--- config.mk ---
export PLATFORM = sky130hd
export DESIGN_NAME = infix_integer_expression_evaluator_core
export DESIGN_NICKNAME = d
export VERILOG_FILES = /design/src/design/icalc_pkg.sv /design/src/design/icalc_alu.sv /design/src/design/infix_integer_expression_evaluator_core.sv
export SDC_FILE = /design/constraint.sdc
export NUM_CORES = 1
export LEC_CHECK = 0
export BUFFER_PORTS_ARGS = -buffer_cell sky130_fd_sc_hd__buf_2
export CELL_PAD_IN_SITES_DETAIL_PLACEMENT = 0
export CELL_PAD_IN_SITES_GLOBAL_PLACEMENT = 1
export CORE_AREA = 4 4 236 238
export CTS_CLUSTER_SIZE = 14
export DETAILED_ROUTE_END_ITERATION = 6
export DIE_AREA = 0 0 240 242
export PLACE_DENSITY = 0.71
export SLEW_MARGIN = 20
export SYNTH_ARGS = -nofsm -noshare
export SYNTH_HDL_FRONTEND = slang
export SYNTH_SLANG_ARGS = --single-unit
--- constraint.sdc ---
create_clock -name clk -period 8.1 [get_ports clk]
set_input_delay 0.405 -clock clk [delete_from_list [all_inputs] [get_ports clk]]
set_output_delay 0.405 -clock clk [all_outputs]
set_load 0.005 [all_outputs]
--- src/design/icalc_pkg.sv ---
package icalc_pkg;

  // stream widths
  localparam int unsigned IN_TDATA_W  = 8;
  localparam int unsigned OUT_VALUE_W = 32;
  localparam int unsigned OUT_TDATA_W = 40;

  // character codes
  localparam logic [7:0] CHAR_SPACE = 8'h20;
  localparam logic [7:0] CHAR_PLUS  = 8'h2B;
  localparam logic [7:0] CHAR_MINUS = 8'h2D;
  localparam logic [7:0] CHAR_STAR  = 8'h2A;
  localparam logic [7:0] CHAR_ZERO  = 8'h30;
  localparam logic [7:0] CHAR_NINE  = 8'h39;

  // operator codes, the two high codes bind tighter
  typedef enum logic [1:0] {
    OP_ADD = 2'd0,
    OP_SUB = 2'd1,
    OP_MUL = 2'd2,
    OP_DIV = 2'd3
  } op_t;

  // sequencer states
  typedef enum logic [2:0] {
    S_IDLE,
    S_CHECK,
    S_WAIT,
    S_FIN,
    S_OUT
  } state_t;

  // request to the arithmetic unit
  typedef struct packed {
    logic start;
    op_t  op;
  } alu_req_t;

  // status back from the arithmetic unit
  typedef struct packed {
    logic done;
    logic div_zero;
  } alu_stat_t;

  // multiply and divide bind tighter than add and subtract
  function automatic logic is_tight(input op_t op);
    is_tight = (op == OP_MUL) || (op == OP_DIV);
  endfunction

endpackage

--- src/design/icalc_alu.sv ---
module icalc_alu #(
  parameter int unsigned W = 32
) (
  input  logic                clk,
  input  logic                rst_n,
  input  icalc_pkg::alu_req_t req,
  input  logic [W-1:0]        a,
  input  logic [W-1:0]        b,
  output icalc_pkg::alu_stat_t stat,
  output logic [W-1:0]        result
);

  localparam int unsigned CNT_W = $clog2(W + 1);

  logic             busy_r, busy_nxt;
  icalc_pkg::op_t   op_r, op_nxt;
  logic [CNT_W-1:0] cnt_r, cnt_nxt;
  logic [W-1:0]     acc_r, acc_nxt;
  logic [W-1:0]     x_r, x_nxt;
  logic [W-1:0]     y_r, y_nxt;
  logic             neg_r, neg_nxt;
  logic             done_r, done_nxt;
  logic             dz_r, dz_nxt;
  logic [W-1:0]     res_r, res_nxt;

  logic [W-1:0]     abs_a, abs_b;
  logic [W:0]       shifted;
  logic [W:0]       diff;

  // magnitudes for the divider
  assign abs_a = a[W-1] ? (~a + 1'b1) : a;
  assign abs_b = b[W-1] ? (~b + 1'b1) : b;

  // restoring divide step: bring in the next dividend bit and try the divisor
  assign shifted = {acc_r, x_r[W-1]};
  assign diff    = shifted - {1'b0, y_r};

  always_comb begin
    busy_nxt = busy_r;
    op_nxt   = op_r;
    cnt_nxt  = cnt_r;
    acc_nxt  = acc_r;
    x_nxt    = x_r;
    y_nxt    = y_r;
    neg_nxt  = neg_r;
    done_nxt = 1'b0;
    dz_nxt   = dz_r;
    res_nxt  = res_r;
    if (req.start) begin
      op_nxt = req.op;
      dz_nxt = 1'b0;
      unique case (req.op)
        icalc_pkg::OP_ADD: begin
          res_nxt  = a + b;
          done_nxt = 1'b1;
        end
        icalc_pkg::OP_SUB: begin
          res_nxt  = a - b;
          done_nxt = 1'b1;
        end
        icalc_pkg::OP_MUL: begin
          acc_nxt  = '0;
          x_nxt    = b;
          y_nxt    = a;
          cnt_nxt  = CNT_W'(W);
          busy_nxt = 1'b1;
        end
        default: begin
          if (b == '0) begin
            res_nxt  = '0;
            dz_nxt   = 1'b1;
            done_nxt = 1'b1;
          end else begin
            acc_nxt  = '0;
            x_nxt    = abs_a;
            y_nxt    = abs_b;
            neg_nxt  = a[W-1] ^ b[W-1];
            cnt_nxt  = CNT_W'(W);
            busy_nxt = 1'b1;
          end
        end
      endcase
    end else if (busy_r) begin
      if (cnt_r == '0) begin
        // finish: pick product or signed quotient
        busy_nxt = 1'b0;
        done_nxt = 1'b1;
        if (op_r == icalc_pkg::OP_MUL) begin
          res_nxt = acc_r;
        end else begin
          res_nxt = neg_r ? (~x_r + 1'b1) : x_r;
        end
      end else begin
        cnt_nxt = cnt_r - 1'b1;
        if (op_r == icalc_pkg::OP_MUL) begin
          // shift-add multiply, low bits only
          if (x_r[0]) begin
            acc_nxt = acc_r + y_r;
          end
          x_nxt = x_r >> 1;
          y_nxt = y_r << 1;
        end else if (!diff[W]) begin
          acc_nxt = diff[W-1:0];
          x_nxt   = {x_r[W-2:0], 1'b1};
        end else begin
          acc_nxt = shifted[W-1:0];
          x_nxt   = {x_r[W-2:0], 1'b0};
        end
      end
    end
  end

  always_ff @(posedge clk) begin
    if (!rst_n) begin
      busy_r <= 1'b0;
      done_r <= 1'b0;
      dz_r   <= 1'b0;
      op_r   <= icalc_pkg::OP_ADD;
      cnt_r  <= '0;
    end else begin
      busy_r <= busy_nxt;
      done_r <= done_nxt;
      dz_r   <= dz_nxt;
      op_r   <= op_nxt;
      cnt_r  <= cnt_nxt;
    end
  end

  // datapath registers
  always_ff @(posedge clk) begin
    acc_r <= acc_nxt;
    x_r   <= x_nxt;
    y_r   <= y_nxt;
    neg_r <= neg_nxt;
    res_r <= res_nxt;
  end

  assign stat.done     = done_r;
  assign stat.div_zero = dz_r;
  assign result        = res_r;

endmodule

--- src/design/infix_integer_expression_evaluator_core.sv ---
// channel | ports                          | payload
// --------+--------------------------------+---------------------------------------
// input   | in_tvalid/in_tready/in_tdata   | tdata[7:0] char_code, tlast = last
// output  | out_tvalid/out_tready/out_tdata| tdata[31:0] value, [32] div_by_zero
//
// a space or digit is taken while idle; a reduction runs on the shared unit, which adds or
// subtracts in a single step and multiplies or divides one bit per step, an operator is then
// stacked, the last character pushes its operand and drains; up to three reductions (two multiply/divide)
// rst_n is synchronous and active low; counts, accumulator and flags clear, stack entries do not
// in_tready is high only while idle; a result waiting on out_tready does not
// block the next expression until its own final result is ready
module infix_integer_expression_evaluator_core #(
  parameter int unsigned VALUE_WIDTH = 32
) (
  input  logic                                 clk,
  input  logic                                 rst_n,
  input  logic                                 in_tvalid,
  output logic                                 in_tready,
  input  logic [icalc_pkg::IN_TDATA_W-1:0]     in_tdata,   // [7:0] char_code
  input  logic                                 in_tlast,
  output logic                                 out_tvalid,
  input  logic                                 out_tready,
  output logic [icalc_pkg::OUT_TDATA_W-1:0]    out_tdata   // [31:0] value, [32] div_by_zero
);

  localparam int unsigned W = VALUE_WIDTH;

  icalc_pkg::state_t state_r, state_nxt;

  logic [W-1:0]   acc_r, acc_nxt;
  logic [W-1:0]   s0_r, s0_nxt, s1_r, s1_nxt, s2_r, s2_nxt;
  logic [1:0]     opnd_cnt_r, opnd_cnt_nxt;
  icalc_pkg::op_t o0_r, o0_nxt, o1_r, o1_nxt;
  logic [1:0]     opr_cnt_r, opr_cnt_nxt;
  icalc_pkg::op_t pend_r, pend_nxt;
  logic           err_r, err_nxt;
  logic           fin_r, fin_nxt;
  logic           drain_r, drain_nxt;
  logic           out_valid_r, out_valid_nxt;
  logic [icalc_pkg::OUT_TDATA_W-1:0] out_data_r, out_data_nxt;

  icalc_pkg::alu_req_t  alu_req;
  icalc_pkg::alu_stat_t alu_stat;
  logic [W-1:0]         alu_a, alu_b, alu_res;

  logic [7:0]     ch;
  logic           in_fire;
  logic           is_digit;
  icalc_pkg::op_t ch_op;
  logic [W-1:0]   acc_digit;
  logic           do_reduce;
  logic [W-1:0]   final_val;
  logic [icalc_pkg::OUT_VALUE_W-1:0] val_out;

  assign ch       = in_tdata;
  assign in_fire  = in_tvalid && in_tready;
  assign is_digit = (ch >= icalc_pkg::CHAR_ZERO) && (ch <= icalc_pkg::CHAR_NINE);

  // operator decode, anything unknown divides
  always_comb begin
    unique case (ch)
      icalc_pkg::CHAR_PLUS:  ch_op = icalc_pkg::OP_ADD;
      icalc_pkg::CHAR_MINUS: ch_op = icalc_pkg::OP_SUB;
      icalc_pkg::CHAR_STAR:  ch_op = icalc_pkg::OP_MUL;
      default:               ch_op = icalc_pkg::OP_DIV;
    endcase
  end

  // acc * 10 + digit as two shifts and adds
  assign acc_digit = (acc_r << 3) + (acc_r << 1) + W'(ch - icalc_pkg::CHAR_ZERO);

  // operands for a reduction, a missing entry reads as zero
  assign alu_b = (opnd_cnt_r != 2'd0) ? s0_r : '0;
  assign alu_a = (opnd_cnt_r >= 2'd2) ? s1_r : '0;

  // reduce while operators remain, except, unless draining, a loose top under a tight newcomer
  assign do_reduce = (opr_cnt_r != 2'd0) &&
                     (drain_r || !(!icalc_pkg::is_tight(o0_r) &&
                                   icalc_pkg::is_tight(pend_r)));

  assign final_val = (opnd_cnt_r != 2'd0) ? s0_r : '0;

  // fit the value to the 32-bit field
  generate
    if (W >= icalc_pkg::OUT_VALUE_W) begin : g_trunc
      assign val_out = final_val[icalc_pkg::OUT_VALUE_W-1:0];
    end else begin : g_ext
      assign val_out = {{(icalc_pkg::OUT_VALUE_W - W){1'b0}}, final_val};
    end
  endgenerate

  // sequencer
  always_comb begin
    state_nxt     = state_r;
    acc_nxt       = acc_r;
    s0_nxt        = s0_r;
    s1_nxt        = s1_r;
    s2_nxt        = s2_r;
    opnd_cnt_nxt  = opnd_cnt_r;
    o0_nxt        = o0_r;
    o1_nxt        = o1_r;
    opr_cnt_nxt   = opr_cnt_r;
    pend_nxt      = pend_r;
    err_nxt       = err_r;
    fin_nxt       = fin_r;
    drain_nxt     = drain_r;
    out_data_nxt  = out_data_r;
    out_valid_nxt = out_valid_r;
    alu_req.start = 1'b0;
    alu_req.op    = o0_r;
    in_tready     = 1'b0;

    if (out_valid_r && out_tready) begin
      out_valid_nxt = 1'b0;
    end

    unique case (state_r)
      icalc_pkg::S_IDLE: begin
        in_tready = 1'b1;
        if (in_fire) begin
          fin_nxt = in_tlast;
          if (ch == icalc_pkg::CHAR_SPACE) begin
            if (in_tlast) begin
              state_nxt = icalc_pkg::S_FIN;
            end
          end else if (is_digit) begin
            acc_nxt = acc_digit;
            if (in_tlast) begin
              state_nxt = icalc_pkg::S_FIN;
            end
          end else begin
            // push the pending operand, then settle precedence
            if (opnd_cnt_r != 2'd3) begin
              s0_nxt       = acc_r;
              s1_nxt       = s0_r;
              s2_nxt       = s1_r;
              opnd_cnt_nxt = opnd_cnt_r + 1'b1;
            end
            acc_nxt   = '0;
            pend_nxt  = ch_op;
            state_nxt = icalc_pkg::S_CHECK;
          end
        end
      end

      icalc_pkg::S_CHECK: begin
        if (do_reduce) begin
          alu_req.start = 1'b1;
          state_nxt     = icalc_pkg::S_WAIT;
        end else if (drain_r) begin
          state_nxt = icalc_pkg::S_OUT;
        end else begin
          if (opr_cnt_r != 2'd2) begin
            o0_nxt      = pend_r;
            o1_nxt      = o0_r;
            opr_cnt_nxt = opr_cnt_r + 1'b1;
          end
          state_nxt = fin_r ? icalc_pkg::S_FIN : icalc_pkg::S_IDLE;
        end
      end

      icalc_pkg::S_WAIT: begin
        if (alu_stat.done) begin
          // pop two operands and one operator, push the result
          s0_nxt       = alu_res;
          s1_nxt       = s2_r;
          opnd_cnt_nxt = (opnd_cnt_r >= 2'd2) ? (opnd_cnt_r - 1'b1) : 2'd1;
          o0_nxt       = o1_r;
          opr_cnt_nxt  = opr_cnt_r - 1'b1;
          err_nxt      = err_r | alu_stat.div_zero;
          state_nxt    = icalc_pkg::S_CHECK;
        end
      end

      icalc_pkg::S_FIN: begin
        // last operand, then drain every operator
        if (opnd_cnt_r != 2'd3) begin
          s0_nxt       = acc_r;
          s1_nxt       = s0_r;
          s2_nxt       = s1_r;
          opnd_cnt_nxt = opnd_cnt_r + 1'b1;
        end
        acc_nxt   = '0;
        drain_nxt = 1'b1;
        state_nxt = icalc_pkg::S_CHECK;
      end

      icalc_pkg::S_OUT: begin
        if (!out_valid_r || out_tready) begin
          out_data_nxt  = {{(icalc_pkg::OUT_TDATA_W - icalc_pkg::OUT_VALUE_W - 1){1'b0}},
                           err_r, val_out};
          out_valid_nxt = 1'b1;
          acc_nxt       = '0;
          opnd_cnt_nxt  = 2'd0;
          opr_cnt_nxt   = 2'd0;
          err_nxt       = 1'b0;
          fin_nxt       = 1'b0;
          drain_nxt     = 1'b0;
          state_nxt     = icalc_pkg::S_IDLE;
        end
      end

      default: begin
        state_nxt = icalc_pkg::S_IDLE;
      end
    endcase
  end

  // state register
  always_ff @(posedge clk) begin
    if (!rst_n) begin
      state_r     <= icalc_pkg::S_IDLE;
      acc_r       <= '0;
      opnd_cnt_r  <= 2'd0;
      opr_cnt_r   <= 2'd0;
      err_r       <= 1'b0;
      fin_r       <= 1'b0;
      drain_r     <= 1'b0;
      out_valid_r <= 1'b0;
    end else begin
      state_r     <= state_nxt;
      acc_r       <= acc_nxt;
      opnd_cnt_r  <= opnd_cnt_nxt;
      opr_cnt_r   <= opr_cnt_nxt;
      err_r       <= err_nxt;
      fin_r       <= fin_nxt;
      drain_r     <= drain_nxt;
      out_valid_r <= out_valid_nxt;
    end
  end

  // stack entries and payload
  always_ff @(posedge clk) begin
    s0_r       <= s0_nxt;
    s1_r       <= s1_nxt;
    s2_r       <= s2_nxt;
    o0_r       <= o0_nxt;
    o1_r       <= o1_nxt;
    pend_r     <= pend_nxt;
    out_data_r <= out_data_nxt;
  end

  // shared add, subtract, multiply and divide unit
  icalc_alu #(
    .W (W)
  ) u_alu (
    .clk    (clk),
    .rst_n  (rst_n),
    .req    (alu_req),
    .a      (alu_a),
    .b      (alu_b),
    .stat   (alu_stat),
    .result (alu_res)
  );

  assign out_tvalid = out_valid_r;
  assign out_tdata  = out_data_r;

endmodule

# == Word-level counts from Yosys, hierarchy flattened ==
# Cells that the tools add are included.
# word_totals
reg_bits,318
output_inout_bits,42
wordCells,246
# classes
n_addsub,15
n_lt_le_gt_ge,3
eq_ne,30
n_mux,111
n_bitwise,11
reduce_logical,51
# ops
operator,count
two-way mux 32 bit,45
case mux 32 bit (3 select lines),4
case mux 32 bit (2 select lines),4
adder 32 bit,4
adder 32 x 1 -> 32 bit (second input constant),3
inverter 32 bit,3
subtractor 33 x 32 -> 33 bit,1
equality test 8 x 6 -> 1 bit (second input constant),4
logical NOT 32 bit,1
two-way mux 2 bit,16
subtractor 32 bit,1
two-way mux 3 bit,8
two-way mux 6 bit,4
inequality test 2 bit (second input constant),12
AND reduction 4 bit,6
AND reduction 5 bit,4
nonzero test 2 bit,10
two-way mux 1 bit,19
case mux 3 bit (5 select lines),1
case mux 2 bit (3 select lines),2
case mux 6 bit (2 select lines),1
AND reduction 3 bit,4
AND reduction 6 bit,2
equality test 2 bit (second input constant),5
32 further kinds,57

# == Depth between registers and ports, before layout ==
# Gate-level depths: netlist of run 1.
# depth
ltp_word,11
mapped_depth,25
depth_no_buf,20

# == Cells and area by module ==
# From an unflattened synthesis of run 1, not the netlist that was laid out.
# unflattened
cells_unflattened,2673
area_unflattened_um2,24033.0
# by_module_without_submodules
mod,instances,cells_each,area_each_um2,seq_area_each_um2
icalc_alu,1,1771,14590.2,4093.9
infix_integer_expression_evaluator_core,1,902,9442.8,4914.7

# == Worst setup path before layout of run 1 ==
# No wires, ideal clock.
# synth_timing
kind,in2reg
from,input port in_tdata[4] (netlist name)
to,register opnd_cnt_r[0]
arrival_time_ps,6825
required_time_ps,7984
slack_ps,1159
path_stages,9
n_path_buf,0
cell_sequence,ha_1 a22oi_1 a2111o_1 and2_1 nor2b_1 a211oi_1 or2_2 o221ai_1 o211a_1
# synth_between
elab_chain_cells,4
word_cells_on_any_way,7
classes_between,order compare: 2; eq/ne: 3; reduce/logical: 2
# synth_lines
item,line,text
start: declaration,infix_integer_expression_evaluator_core.sv:19,"input logic [icalc_pkg::IN_TDATA_W-1:0] in_tdata,"
>= comparator 8 x 6 -> 1 bit or <= comparator 8 x 6 -> 1 bit (tied branches),infix_integer_expression_evaluator_core.sv:57,assign is_digit = (ch >= icalc_pkg::CHAR_ZERO) && (ch <= icalc_pkg::CHAR_NINE);
logical AND 1 bit,infix_integer_expression_evaluator_core.sv:57,
inequality test 2 bit (no source line),-,
AND reduction 6 bit (no source line) *,-,
end signal: assignment,infix_integer_expression_evaluator_core.sv:223,opnd_cnt_r <= opnd_cnt_nxt;
end: declaration,infix_integer_expression_evaluator_core.sv:32,"logic [1:0] opnd_cnt_r, opnd_cnt_nxt;"
# Mark *: on every way between the ends. The rest lies on a longest branch, timed or not.
# A chain may end at the register's enable or synchronous reset.

# == Worst setup path after layout of run 1 ==
# layout_timing
from,register o0_r[1]
to,"register u_alu.res_r[29] (netlist: u_alu.result[29]), data pin"
# layout_between
elab_chain_cells,10
word_cells_on_any_way,14
classes_between,eq/ne: 3; mux: 4; reduce/logical: 7
# layout_lines
item,line,text
start: declaration,infix_integer_expression_evaluator_core.sv:33,"icalc_pkg::op_t o0_r, o0_nxt, o1_r, o1_nxt;"
start signal: assignment,infix_integer_expression_evaluator_core.sv:237,o0_r <= o0_nxt;
equality test 2 bit (on tied branches),"icalc_pkg.sv:47, icalc_alu.sv:52",
logical OR 1 bit,icalc_pkg.sv:47,is_tight = (op == OP_MUL) || (op == OP_DIV);
logical NOT 1 bit,infix_integer_expression_evaluator_core.sv:78,(drain_r || !(!icalc_pkg::is_tight(o0_r) &&
logical AND 1 bit,infix_integer_expression_evaluator_core.sv:78,
logical NOT 1 bit,infix_integer_expression_evaluator_core.sv:78,
logical OR 1 bit,infix_integer_expression_evaluator_core.sv:78,
logical AND 1 bit,infix_integer_expression_evaluator_core.sv:77,assign do_reduce = (opr_cnt_r != 2'd0) &&
two-way mux 1 bit,infix_integer_expression_evaluator_core.sv:147,if (do_reduce) begin
two-way mux 1 bit,infix_integer_expression_evaluator_core.sv:117,unique case (state_r)
two-way mux 32 bit *,icalc_alu.sv:49,if (req.start) begin
net u_alu.res_nxt[29],icalc_alu.sv:24,"logic [W-1:0] res_r, res_nxt;"
end signal: assignment,icalc_alu.sv:135,res_r <= res_nxt;
end: declaration,icalc_alu.sv:24,
# The timed path passes the listed nets; every way through them passes the cells marked *.

==> results of run 1 <==
stage by stage:
| stage | worst slack [ns] | util |
|---|---|---|
| floorplan | 1.16 | - |
| global placement | 2.97 | 0.464 |
| detailed placement | 2.83 | 0.464 |
| CTS | 2.82 | 0.489 |
| global route | 2.35 | 0.489 |
| finish | 2.74 | 0.489 |
worst max-delay path, stage by stage, from the launching register on:
cell	delay (ns)
edfxtp_1	0.67
inv_1	0.36
nand2_1	0.59
o21ai_0	0.59
inv_1	0.10
ha_1	0.28
nor2b_1	0.12
o21ai_0	0.20
a21boi_0	0.19
o31ai_1	0.36
a21oi_1	0.22
o21ai_0	0.60
a211oi_1	0.17
or3_1	0.38
a31o_2	0.24
cells by family after synthesis:
kind of cell,share of synthesized area
mux,0.0157
other cells,0.000156
fa+ha+maj,0.0982
compound gates,0.209
flops,0.376
buf+inv,0.0377
simple gates,0.184
xor+xnor,0.0793
cell usage in the layout (no fill, tap or decap), types with 22 or more instances in the layout:
cell type	count
nor2b_1	54
nor2_1	168
nand2b_1	38
o31ai_1	38
a221oi_1	33
a22oi_1	31
o21a_1	24
xnor2_1	130
a21oi_1	170
o21bai_1	22
nand3_1	37
clkbuf_16	41
edfxtp_1	264
inv_1	96
o211ai_1	22
a211oi_1	33
xor2_1	87
and2_1	42
a21o_1	57
buf_2	47
mux2i_1	33
o21ai_0	160
o22ai_1	35
fa_1	32
buf_4	29
nor3_1	32
dfxtp_1	54
nand2_1	441
ha_1	136
a31oi_1	43
registers in the layout, indices dropped and copies added, names as in the netlist, 2 cells and up:
name	cells
acc_r	32
o0_r	2
o1_r	2
opnd_cnt_r	2
opr_cnt_r	2
out_tdata	33
pend_r	2
s0_r	32
s1_r	32
s2_r	32
state_r	3
u_alu.acc_r	32
u_alu.cnt_r	6
u_alu.op_r	2
u_alu.result	32
u_alu.x_r	32
u_alu.y_r	32
final timing paths:
check                                        start                    endpoint  slack, ns  cells past startpoint
worst min-delay path                      in_tlast          fin_r$_SDFFE_PN0P_       0.13                      3
worst max register to register   o0_r[1]$_DFFE_PP_  u_alu.result[29]$_DFFE_PP_       2.74                     14
worst max-delay path             o0_r[1]$_DFFE_PP_  u_alu.result[29]$_DFFE_PP_       2.74                     14
worst min register to register  err_r$_SDFFE_PN0P_     out_tdata[32]$_DFFE_PP_       0.43                      0
final cells by class:
type / instances / area (sq um)
Clock inverter: 26 / 258
Tap cell: 696 / 871
Antenna cell: 1 / 2.50
Clock buffer: 44 / 1040
Sequential cell: 318 / 9010
Timing Repair Buffer: 76 / 453
Multi-Input combinational cell: 2146 / 14200
Fill cell: 5129 / 27400
Inverter: 98 / 368
power by group through the flow:
stage / clock network (W) / registers (W) / logic (W)
detailed placement: 0 / 0.00206 / 0.00150
global route: 0.00190 / 0.00204 / 0.00168
global placement: 0 / 0.00206 / 0.00150
floorplan: 0 / 0.00201 / 0.00114
finish: 0.00178 / 0.00203 / 0.00153
CTS: 0.00183 / 0.00203 / 0.00151
metal layers:
metal  vias to the layer above  wire length (um)
met5                         -                 7
met4                         2              2300
met3                       114              4990
met2                       627             31300
met1                      9609             35000
li1                       9783                 -
==> metrics.yaml, run 1 <==
run_status:
  status: "complete, no violations"
yosys:
  syn-instance-count: 2685
  yosysWarningCount: 0
  synth_edf_count: 264
  ys_top_cells_by_area: "edfxtp_1, ha_1, nand2_1"
  synth_ff_type: "edfxtp_1"
  yosysTopAreaCell: "edfxtp_1"
  syn_area_per_cell_sq_um: 8.93
  synth_area_sq_um: 24000
  synth_top_area_share: 0.331
  yosysMostFrequentCell: "nand2_1"
  ys_seq_area_frac: 0.376
  synth_cell_types: 87
  yosys_register_bits: 318
  ys_async_sr_fraction: 0
  synthTopCellsByCount: "nand2_1, edfxtp_1, a21oi_1, nor2_1, o21ai_0"
critical_path:
  startpoint_type: "flip-flop"
  worstPathRequired_ns: 8.39
  crit_fanout: 24
  end_kind: "flip-flop"
  crit_type: "reg -> reg"
  arrival_ns: 5.65
final_layout:
  drive_gt1_frac: 0.0705
  final_area_sq_um: 26200
  fin_cells: 3405
  syn_to_final_growth_pct: 9.26
  nNetsFinal: 2860
cts:
  ctsHtreeMaxLevel: 2
  clk_pin_slew_ns: 0.06
  cts-root-buf: "clkbuf_16"
  post_cts_buffers: 0
  numCtsBuffers: 38
  clock-sinks: 318
  ctsResizeCount: 0
  cts_buffer_depth: 3
  tritoncts: "built"
  insertion_delay_ns: 0.57
  holdBufCountCts: 0
die:
  die_h_um: 242
  dieArea_sq_um: 58100
  fp-row-count: 85
  io_pins: 55
  die_x_um: 240
  initial_core_util: 0.447
  core_area_sq_um: 53600
timing:
  grt_setup_unrepaired: "false"
  finalMaxSlewViolations: 0
  min_period_ns: 5.36
  fin_setup_tns_ns: 0
  fin_hold_ws_ns: 0.128
  max_slew_margin: 0.288
  worst_slew_pin_slew_ns: 1.07
  setup_viol: 0
  final-hold-violation-count: 0
  finClkSkew_ns: 0.0348
  final_min_period_over_clock_period: 0.661
  clock.fmax_mhz: 187
detailed_routing:
  route.detailed.drc: 0
  dr.pass1.iters: 6
  vias: 20100
  viasPerCell: 5.91
  drt_iter0_drc: 2015
  avgRoutedWirePerCell_um: 21.6
  drt-total-wl_um: 73600
  antenna_left: 0
global_routing:
  grt_antenna_before_repair: 1
  met3_usage: 0.0372
  grtUsageTotal: 0.249
  grt_max_degree: 79
  grt_pass1_wl_um: 114000
  use_met2: 0.368
  grt.busiest_layer: "met1"
  grt_util_met1: 0.375
  grt_pass1_vias: 19400
  overflow: 0
power_and_ir_drop:
  cellPowerDensity_nw_per_um2: 204
  clock_power_share: 0.333
  leakage_nw: 10.6
  ir_drop_uv: 132
  p_comb_frac: 0.286
  switching_share: 0.338
  fin_total_pwr_w: 0.00533
  internal_power_w: 0.00353
  p_switching_w: 0.00180
  seqPwrFrac: 0.381
place:
  numPortBuffers: 47
  gp_congestion: 0.918
  dpl-instance-area_sq_um: 24900
  placed_cells: 3334
  dp_hpwl_um: 55800
min_path:
  hp-class: "in -> reg"
flow_run:
  maxCapViolCount: 0
No activity file was read; power rests on OpenSTA's default activity.
==> run 2: changes to the inputs <==
--- a/config.mk
+++ b/config.mk
@@ -12,7 +12,7 @@
 export CTS_CLUSTER_SIZE = 14
 export DETAILED_ROUTE_END_ITERATION = 6
 export DIE_AREA = 0 0 240 242
-export PLACE_DENSITY = 0.71
+export PLACE_DENSITY = 0.74
 export SLEW_MARGIN = 20
 export SYNTH_ARGS = -nofsm -noshare
 export SYNTH_HDL_FRONTEND = slang
==> constraint.sdc (replaced) <==
create_clock -name clk -period 4.3 [get_ports clk]
set_input_delay 0.215 -clock clk [delete_from_list [all_inputs] [get_ports clk]]
set_output_delay 0.215 -clock clk [all_outputs]
set_load 0.005 [all_outputs]
==> run 2 against run 1 <==
Compared with the run above: core utilization is 1.4 points higher; clock power is 72% higher; power is 90% higher; maximum frequency is 29% higher; sequential share of layout area is 0.93 points lower; worst hold slack worse by 0.083 ns; largest cell class unchanged; critical endpoint is now u_alu.result[30]$_DFFE_PP_; critical path type unchanged; flip-flop and latch count stayed put; register-to-register slack worse by 2.6 ns; combinational power is 110% higher.
==> metrics.yaml, run 2 (synthesis gave the netlist of run 1 again) <==
run_status:
  status: "complete, no violations"
cts:
  insertion_delay_ns: 0.56  # about the same
  cts_buffer_depth: 3  # unchanged
  clk_pin_slew_ns: 0.06  # about the same
  ctsHtreeMaxLevel: 2  # unchanged
  tritoncts: "built"
  clock-sinks: 318  # unchanged
  cts-root-buf: "clkbuf_16"
  post_cts_buffers: 0  # unchanged
  numCtsBuffers: 38  # unchanged
final_layout:
  final_cell_mix: "nand2_1, edfxtp_1, a21oi_1"
  nNetsFinal: 2947  # +3.0%
  diodes: 0  # -1
  syn_to_final_growth_pct: 12.3
  mostFrequentLayoutCell: "nand2_1"
  drive_gt1_frac: 0.101  # +0.0302
  fin_cells: 3486  # +2.4%
  largest_register_ff_count: 33  # unchanged
  fillers: 5109  # -0.39%
  final_area_sq_um: 26900  # +2.8%
global_routing:
  grtUsageTotal: 0.255  # +0.00658
  grt_antenna_before_repair: 2  # +1
  grt_pass1_wl_um: 117000  # +2.9%
  overflow: 0  # unchanged
  grt_max_degree: 93  # +18%
  grt_pass1_vias: 20100  # +3.4%
timing:
  finClkSkew_ns: 0.0203  # -0.0145 ns
  min_period_ns: 4.15  # -1.21 ns
  finalMaxSlewViolations: 0  # unchanged
  max_slew_margin: 0.235  # -0.0529
  fin_hold_ws_ns: 0.0444  # -0.0834 ns
  setup_viol: 0  # unchanged
  final_min_period_over_clock_period: 0.964  # +0.303
  clock.fmax_mhz: 241  # +29%
  final-hold-violation-count: 0  # unchanged
  worst_slew_pin_slew_ns: 1.15  # +0.0793 ns
  grt_setup_unrepaired: "true"
place:
  dp_hpwl_um: 58200  # +4.4%
  dpl-instance-area_sq_um: 25600  # +3.0%
  numPortBuffers: 47  # unchanged
  placed_cells: 3414  # +2.4%
  gp_congestion: 0.936  # +2.0%
die:
  die_h_um: 242  # unchanged
  die_x_um: 240  # unchanged
  fp-row-count: 85  # unchanged
  core_area_sq_um: 53600  # unchanged
  io_pins: 55  # unchanged
  initial_core_util: 0.447  # unchanged
  dieArea_sq_um: 58100  # unchanged
detailed_routing:
  drt-total-wl_um: 75900  # +3.1%
  wl_met2_um: 33200  # +6.2%
  maxUsedRoutingLayer: "met5"
  antenna_left: 0  # unchanged
  routed-wl-met3_um: 4240  # -15%
  route.detailed.drc: 0  # unchanged
  wl_met1_um: 36600  # +4.6%
  avgRoutedWirePerCell_um: 21.8  # +0.66%
  viasPerCell: 5.88  # -0.64%
  vias: 20500  # +1.7%
  drt_iter0_drc: 1841  # -8.6%
  dr.pass1.iters: 5  # -1
critical_path:
  slowest_stage: "o21ai_0"
  rrSetupSlack_ns: 0.15  # -2.59 ns
  r2r-start: "o0_r[1]$_DFFE_PP_"
  worst_r2r_endpoint: "u_alu.result[30]$_DFFE_PP_"
  end_kind: "flip-flop"
  critPathMaxStageDelay_ns: 0.56  # -0.11 ns
  reg2regPathDepth: 13  # -1
  startpoint: "o0_r[1]$_DFFE_PP_"
  worstPathCellList: "inv_1 -> nand2_1 -> o21ai_0 -> fa_1 -> nand2b_1 -> a211oi_1 -> o41a_1 -> o41a_1 -> a21o_1 -> a31oi_4 -> o21ai_2 -> a2111oi_2 -> o31ai_1"
  crit_fanout: 9  # -63%
  worstPathRequired_ns: 4.58  # -3.81 ns
  crit_type: "reg -> reg"
  arrival_ns: 4.42  # -1.23 ns
  cp-endpoint: "u_alu.result[30]$_DFFE_PP_"
  startpoint_type: "flip-flop"
  critical_path.most_common_cell: "o41a_1"
power_and_ir_drop:
  leakage_nw: 11.0  # +3.8%
  ir_drop_uv: 275  # +110%
  fin_total_pwr_w: 0.0101  # +90%
  cellPowerDensity_nw_per_um2: 376  # +84%
min_path:
  hp-class: "in -> reg"
flow_run:
  maxCapViolCount: 0  # unchanged
-- run 2: cell count changes in the layout (fill, tap and decap cells not counted), sizes merged --
cell         delta
buf            +81
dlygate4sd3     +6
clkinv          -5
clkbuf          +4
bufinv          -3
inv             -2
clkinvlp        +1
diode           -1
-- run 2: report_power, final --
group | total, W | internal [W] | switching, W
logic | 0.00326 | 0.00131 | 0.00195
registers | 0.00379 | 0.00360 | 0.000196
clock network | 0.00306 | 0.00174 | 0.00132
total | 0.0101 | 0.00665 | 0.00347
-- run 2: worst min-delay path by stage --
| stage | endpoint | cells after the start | startpoint |
|---|---|---|---|
| 6_report | state_r[2]$_SDFFE_PN0P_ | 4 | out_tready |
| 5_1_grt | out_tvalid$_SDFF_PN0_ | 3 | out_tready |
| 4_1_cts | out_tvalid$_SDFF_PN0_ | 3 | out_tready |
| 3_5_place_dp | out_tdata[32]$_DFFE_PP_ | 0 | err_r$_SDFFE_PN0P_ |
| 3_3_place_gp | out_tdata[32]$_DFFE_PP_ | 0 | err_r$_SDFFE_PN0P_ |
| 2_1_floorplan | pend_r[1]$_DFFE_PP_ | 1 | in_tdata[0] |
-- run 2: per-stage QoR --
step | setup WS (ns) | setup TNS [ns] | utilization
after floorplan | -0.132 | -0.194 | -
after global placement | 0.169 | 0 | 0.478
after detailed placement | 0.132 | 0 | 0.478
after CTS | 0.108 | 0 | 0.501
after global routing | -0.0701 | -0.134 | 0.502
final | 0.154 | 0 | 0.502
-- run 2: worst max-delay path: cells and delay by family (launching register included) --
| family | cells | cell delay, ns |
|---|---|---|
| AO/OA/AOI/OAI | 9 | 2.59 |
| AND/OR/NAND/NOR | 2 | 0.44 |
| adder cells (fa/ha/maj) | 1 | 0.32 |
| flip-flops | 1 | 0.42 |
| buffers and inverters | 1 | 0.10 |
-- run 2: metal layers --
metal / vias up / track usage
li1: 9941 / -
met1: 9861 / 0.387
met2: 593 / 0.390
met3: 86 / 0.0299
met4: 2 / 0.0609
met5: - / 0
-- run 2: layout make-up --
type	instances	area, sq um	area share
multi-input cells	2146	14300	0.532
flip-flops and latches	318	9010	0.335
repair buffers	163	1220	0.0452
clock buffers	48	1020	0.0379
well taps	696	871	0.0323
inverters	98	368	0.0137
clock inverters	17	123	0.00455
-- run 2: what timing repair did --
item / 4_1_cts / 5_1_grt
hold buffers: 6 / 0
hold endpoints to repair: 4 / 0
resized for setup: 0 / 11
endpoints found under the setup margin: 0 / 8
